**src/hw/rtl/double_ended_queue_engine_unit_macros.svh**
```systemverilog
// assertion macros used by the queue engine controller
`ifndef DOUBLE_ENDED_QUEUE_ENGINE_UNIT_MACROS_SVH
`define DOUBLE_ENDED_QUEUE_ENGINE_UNIT_MACROS_SVH

// same-cycle implication, sampled on clk, off during rst
`define DEQ_ASSERT_NOW(label, pre, post, msg) \
  label: assert property (@(posedge clk) disable iff (rst) (pre) |-> (post)) else $error(msg);

// next-cycle implication, sampled on clk, off during rst
`define DEQ_ASSERT_NEXT(label, pre, post, msg) \
  label: assert property (@(posedge clk) disable iff (rst) (pre) |=> (post)) else $error(msg);

`endif

```
**src/hw/rtl/deq_pkg.sv**
```systemverilog
package deq_pkg;

  localparam int ACTION_W = 3;
  localparam int INDEX_W  = 11;
  localparam int COUNT_W  = 11;
  localparam int VALUE_W  = 32;
  localparam int READ_W   = 32;
  localparam int FILL_W   = 11;
  localparam int STATUS_W = 2;

  localparam logic [ACTION_W-1:0] ACT_PUSH_BACK  = 3'd0;
  localparam logic [ACTION_W-1:0] ACT_PUSH_FRONT = 3'd1;
  localparam logic [ACTION_W-1:0] ACT_POP_BACK   = 3'd2;
  localparam logic [ACTION_W-1:0] ACT_POP_FRONT  = 3'd3;
  localparam logic [ACTION_W-1:0] ACT_READ       = 3'd4;
  localparam logic [ACTION_W-1:0] ACT_INSERT     = 3'd5;
  localparam logic [ACTION_W-1:0] ACT_ERASE      = 3'd6;
  localparam logic [ACTION_W-1:0] ACT_CLEAR      = 3'd7;

  localparam logic [STATUS_W-1:0] ST_OK    = 2'd0;
  localparam logic [STATUS_W-1:0] ST_FULL  = 2'd1;
  localparam logic [STATUS_W-1:0] ST_EMPTY = 2'd2;
  localparam logic [STATUS_W-1:0] ST_RANGE = 2'd3;

  typedef struct packed {
    logic accept;
    logic exec;
    logic rd_capture;
    logic shift_rd;
    logic shift_wr;
    logic fill_wr;
    logic load_res;
  } deq_cmd_t;

  typedef struct packed {
    logic [ACTION_W-1:0] act;
    logic [STATUS_W-1:0] st;
    logic                cnt_zero;
    logic                mv_zero;
    logic                mv_last;
    logic                fill_last;
    logic                res_free;
  } deq_sts_t;

endpackage

```
**src/hw/rtl/deq_ctrl.sv**
```systemverilog
`include "double_ended_queue_engine_unit_macros.svh"

module deq_ctrl (
  input  logic              clk,
  input  logic              rst,
  input  logic              in_valid,
  output logic              in_ready,
  output deq_pkg::deq_cmd_t cmd,
  input  deq_pkg::deq_sts_t sts
);
  import deq_pkg::*;

  localparam logic [2:0] S_IDLE   = 3'd0;
  localparam logic [2:0] S_EXEC   = 3'd1;
  localparam logic [2:0] S_RDDONE = 3'd2;
  localparam logic [2:0] S_SHRD   = 3'd3;
  localparam logic [2:0] S_SHWR   = 3'd4;
  localparam logic [2:0] S_FILL   = 3'd5;
  localparam logic [2:0] S_DONE   = 3'd6;

  logic [2:0] state, state_next;

  assign in_ready = (state == S_IDLE);

  always_comb begin
    state_next = state;
    cmd        = '0;
    case (state)
      S_IDLE: begin
        if (in_valid) begin
          cmd.accept = 1'b1;
          state_next = S_EXEC;
        end
      end
      S_EXEC: begin
        cmd.exec = 1'b1;
        if (sts.st != ST_OK) begin
          state_next = S_DONE;
        end else begin
          case (sts.act)
            ACT_POP_BACK, ACT_POP_FRONT, ACT_READ: state_next = S_RDDONE;
            ACT_INSERT: begin
              if (sts.cnt_zero) state_next = S_DONE;
              else if (sts.mv_zero) state_next = S_FILL;
              else state_next = S_SHRD;
            end
            ACT_ERASE: begin
              if (sts.cnt_zero || sts.mv_zero) state_next = S_DONE;
              else state_next = S_SHRD;
            end
            default: state_next = S_DONE;
          endcase
        end
      end
      S_RDDONE: begin
        cmd.rd_capture = 1'b1;
        state_next     = S_DONE;
      end
      S_SHRD: begin
        cmd.shift_rd = 1'b1;
        state_next   = S_SHWR;
      end
      S_SHWR: begin
        cmd.shift_wr = 1'b1;
        if (sts.mv_last) begin
          state_next = (sts.act == ACT_INSERT) ? S_FILL : S_DONE;
        end else begin
          state_next = S_SHRD;
        end
      end
      S_FILL: begin
        cmd.fill_wr = 1'b1;
        if (sts.fill_last) state_next = S_DONE;
      end
      S_DONE: begin
        if (sts.res_free) begin
          cmd.load_res = 1'b1;
          state_next   = S_IDLE;
        end
      end
      default: state_next = S_IDLE;
    endcase
  end

  always_ff @(posedge clk) begin
    if (rst) begin
      state <= S_IDLE;
    end else begin
      state <= state_next;
    end
  end

  `DEQ_ASSERT_NOW(a_load_needs_room, cmd.load_res, sts.res_free, "result loaded into a busy slot")
  `DEQ_ASSERT_NEXT(a_accept_to_exec, cmd.accept, state == S_EXEC, "accepted item not executed")
  `DEQ_ASSERT_NOW(a_write_after_read, state == S_SHWR, $past(state) == S_SHRD, "shift write without read")
  `DEQ_ASSERT_NOW(a_fill_only_insert, state == S_FILL, sts.act == ACT_INSERT, "fill outside insert")

endmodule

```
**config.mk**
```make
export PLATFORM = sky130hd
export DESIGN_NAME = deq_ctrl
export DESIGN_NICKNAME = d
export VERILOG_FILES = /design/src/hw/rtl/deq_pkg.sv /design/src/hw/rtl/deq_ctrl.sv
export VERILOG_INCLUDE_DIRS = /design/src /design/src/hw/rtl
export SDC_FILE = /design/constraint.sdc
export NUM_CORES = 1
export LEC_CHECK = 0
export BUFFER_PORTS_ARGS = -buffer_cell sky130_fd_sc_hd__buf_2
export CAP_MARGIN = 20
export CORE_AREA = 5 5 42 44
export CTS_CLUSTER_DIAMETER = 100
export DETAILED_ROUTE_END_ITERATION = 6
export DIE_AREA = 0 0 47 49
export PLACE_DENSITY = 0.61
export SYNTH_ARGS = -nofsm -noshare
export SYNTH_HDL_FRONTEND = slang
export SYNTH_SLANG_ARGS = --single-unit
```
**constraint.sdc**
```tcl
create_clock -name clk -period 1.4 [get_ports clk]
set_clock_uncertainty 0.05 [all_clocks]
set_input_delay 0.28 -clock clk [delete_from_list [all_inputs] [get_ports clk]]
set_output_delay 0.28 -clock clk [all_outputs]
set_load 0.01 [all_outputs]
```
==> qor_table.md <==
| Parameter | Value | Unit |
|---|---|---|
| Status | finished, final reports clean | - |
| Upper clock frequency limit | 724 | MHz |
| Global-route wire length before repair | 1780 | um |
| DIE HEIGHT | 49 | um |
| CTS H-tree lvls | 1 | - |
| FFs w/ async S/R, synth | 0 | % |
| Clk buf depth | 2 | - |
| Total number of nets in the final design | 90 | - |
| Critical Path Source Type | flip-flop | - |
| Met2 WL | 523 | um |
| Number of detailed-routing iterations run before antenna repair | 4 | - |
| Number of synthesized register bits | 3 | - |
| Routed met3 length | 102 | um |
| Flip-flop count of the largest register, all copies and words added | 3 | - |
| Number of global-route vias before repair | 424 | - |
| Max_slew headroom | 79.4 | % |
| Reported leakage power | 0.273 | nW |
| Overall Power | 0.00112 | W |
| Number of maximum-capacitance constraint violations | 0 | - |
| Largest cells by area after synthesis | sky130_fd_sc_hd__dfxtp_1 (17%), sky130_fd_sc_hd__nor3_1 (8.5%), sky130_fd_sc_hd__buf_6 (6.3%) | - |
| Initial Utilization | 25.4 | % |
| Average size of a mapped cell | 7.40 | sq um |
| Clock network latency to the later pin of the worst-skew pair | 0.24 | ns |
| RSZ-0062 raised after global routing | true | - |
| Final critical-path share of the clock period | 98.6 | % |
| DR iter-0 viols | 5 | - |
| Final RePlAce weighted congestion | 0.770 | - |
| Count of buffers from port buffering | 20 | - |
| Minimum setup slack after placement | 0.0298 | ns |
| Worst hold slack after final layout | 0.260 | ns |
| Yosys warning total | 0 | - |
| Wire length on met1 | 427 | um |
| Clock-pin slew on the worst setup and hold paths | 0.04 | ns |
| Share of the synthesized area in the top cell type | 16.9 | % |
| Highest metal layer used by the detailed router | met4 | - |
| Vias per cell | 5.11 | - |
| Highest net fanout along the worst path | 8 | - |
| TritonCTS clock tree | done | - |
| # diodes | 0 | - |
| Instance count of the mapped netlist | 48 | - |
| Growth of design area from synthesis to finish | 60.6 | % |
| Cell with the most instances after synthesis | sky130_fd_sc_hd__nor3_1 | - |
| Kind of capture point of the worst setup path | output pin | - |
| Top cells by instance count after synthesis | sky130_fd_sc_hd__nor3_1 (6), sky130_fd_sc_hd__nor2_1 (5), sky130_fd_sc_hd__dfxtp_1 (3), sky130_fd_sc_hd__inv_1 (3), sky130_fd_sc_hd__nand2_1 (3) | - |
| Num ports | 21 | - |
| Worst min path class | in -> reg | - |
| Row count | 14 | - |
| Maximum number of pins on one net before global-route repair | 15 | - |
| Arr. time, crit path | 1.05 | ns |
| Area of the placeable core | 0.00140 | sq mm |
| Largest area contributor in the synthesized netlist | sky130_fd_sc_hd__dfxtp_1 | - |
| Number of nets in the synthesized netlist | 61 | - |
| Worst Max-Slew Pin Slew | 0.304 | ns |
| Number of different library cells in the post-synthesis netlist | 27 | - |
| Largest regs | state (3) | - |
| Global router's overall resource usage | 10.1 | % |
| Total clock buffers created by CTS | 3 | - |
| Most used flip-flop cell after synthesis | sky130_fd_sc_hd__dfxtp_1 | - |
| Total via count in the routed design | 470 | - |
| Fraction of layout instances using a drive strength above 1 | 60.5 | % |
| Setup slack after layout | 0.0189 | ns |
| Final core utilization | 40.7 | % |
| Max Transition Viols Final | 0 | - |
| Full die area | 0.00230 | sq mm |
| Final Instance Area | 571 | sq um |
| FILL cells | 156 | - |
| Final routed wirelength across all metal layers | 1060 | um |
| Remaining routing DRC violations | 0 | - |
| Number of endpoints with negative hold slack in the final report | 0 | - |
| Final setup violation count | 0 | - |
| Tmin final | 1.38 | ns |
| Post-detailed-placement half-perimeter wirelength | 783 | um |
| Number of antenna violations at the first check in global routing | 0 | - |
| Root buffer selected by CTS | sky130_fd_sc_hd__clkbuf_4 | - |
| Remaining Overflow, GRT | 0 | - |
| Worst ir drop on vdd | 865 | uV |
| Number of clock sinks | 3 | - |
| Register bank with the most flops | state | - |
| Total standard cell area after synthesis | 355 | sq um |
| Power density cells | 1960 | mW/mm^2 |
| Register area share after synthesis | 16.9 | % |
| Drt wl/cell | 11.5 | um |
| Placed Instance Area | 460 | sq um |
| Post-route antenna net violation count | 0 | - |
| Critical path class | reg -> out | - |
| Worst path required time | 1.07 | ns |
| Die Width | 47 | um |
| Number of enable flip-flop cells after synthesis | 0 | - |
-- cells in the final DEF (no fill, tap or decap), types with 2 or more instances in the layout --
cell type / Yosys / layout
sky130_fd_sc_hd__nand3_1: 2 / 2
sky130_fd_sc_hd__nor2_1: 5 / 5
sky130_fd_sc_hd__nand2_1: 3 / 3
sky130_fd_sc_hd__a21oi_1: 2 / 2
sky130_fd_sc_hd__buf_2: 0 / 21
sky130_fd_sc_hd__clkbuf_4: 0 / 3
sky130_fd_sc_hd__a31oi_1: 2 / 2
sky130_fd_sc_hd__nor3_1: 6 / 2
sky130_fd_sc_hd__o21ai_0: 2 / 2
sky130_fd_sc_hd__inv_1: 3 / 2
sky130_fd_sc_hd__dfxtp_4: 0 / 3
sky130_fd_sc_hd__buf_4: 1 / 5
sky130_fd_sc_hd__nor3_2: 0 / 3
-- logic make-up (layout without fill, tap and decap cells) --
logic type             Yosys count  in the layout  synth area share, %
and+or+nand+nor                 22             22                 31.3
AOI/OAI and AO/OA               16             16                 37.0
buffers and inverters            6             34                 11.6
DFF                              3              3                 16.9
muxes                            1              1                 3.17
-- per-stage QoR --
step | instances | TNS (ns)
finish | 92 | 0
global placement | 83 | 0
floorplan | 48 | 0
CTS | 89 | -0.00841
detailed placement | 83 | 0
global route | 92 | -0.0521
-- critical path: stages (launching register included) --
cell,delay (ns)
sky130_fd_sc_hd__dfxtp_4,0.37
sky130_fd_sc_hd__nor3_4,0.20
sky130_fd_sc_hd__and2_1,0.14
sky130_fd_sc_hd__buf_2,0.12
-- cell type report --
type	count	area, sq um	share of cell area [%]
multi-input combinational	39	288	50.4
timing repair buffer	27	154	27.0
sequential	3	71.3	12.5
clock buffer	4	26.3	4.61
tap	16	20.0	3.51
inverter	3	11.3	1.97
-- power breakdown --
part | switching, W | internal, W
Sequential | 0.000103 | 0.000149
Clock | 0.0000465 | 0.000107
Combinational | 0.000347 | 0.000364
Total | 0.000497 | 0.000620
-- layer usage --
metal | vias to the layer above | GRT usage (%)
met5 | - | 0
met1 | 215 | 13.6
li1 | 237 | -
met4 | 0 | 1.38
met2 | 16 | 15.2
met3 | 2 | 4.43
-- path summary, 6_finish.rpt --
check | start | end | slack (ns) | cells after the start
setup / recovery | state[1] | cmd[6] | 0.02 | 3
hold / removal | rst | state[2] | 0.26 | 3
setup reg to reg | state[1] | state[1] | 0.15 | 5
hold reg to reg | state[2] | state[0] | 0.56 | 2
-- timing repair --
item                                    CTS  global route
gates resized for setup                   9             5
endpoints found under the hold margin     0             0
hold buffers                              0             0
buffers inserted                          2             3
endpoints found under the setup margin    7             4
pin swaps                                 2             2
cloned                                    0             0
Power figures use the tool's default switching activity.
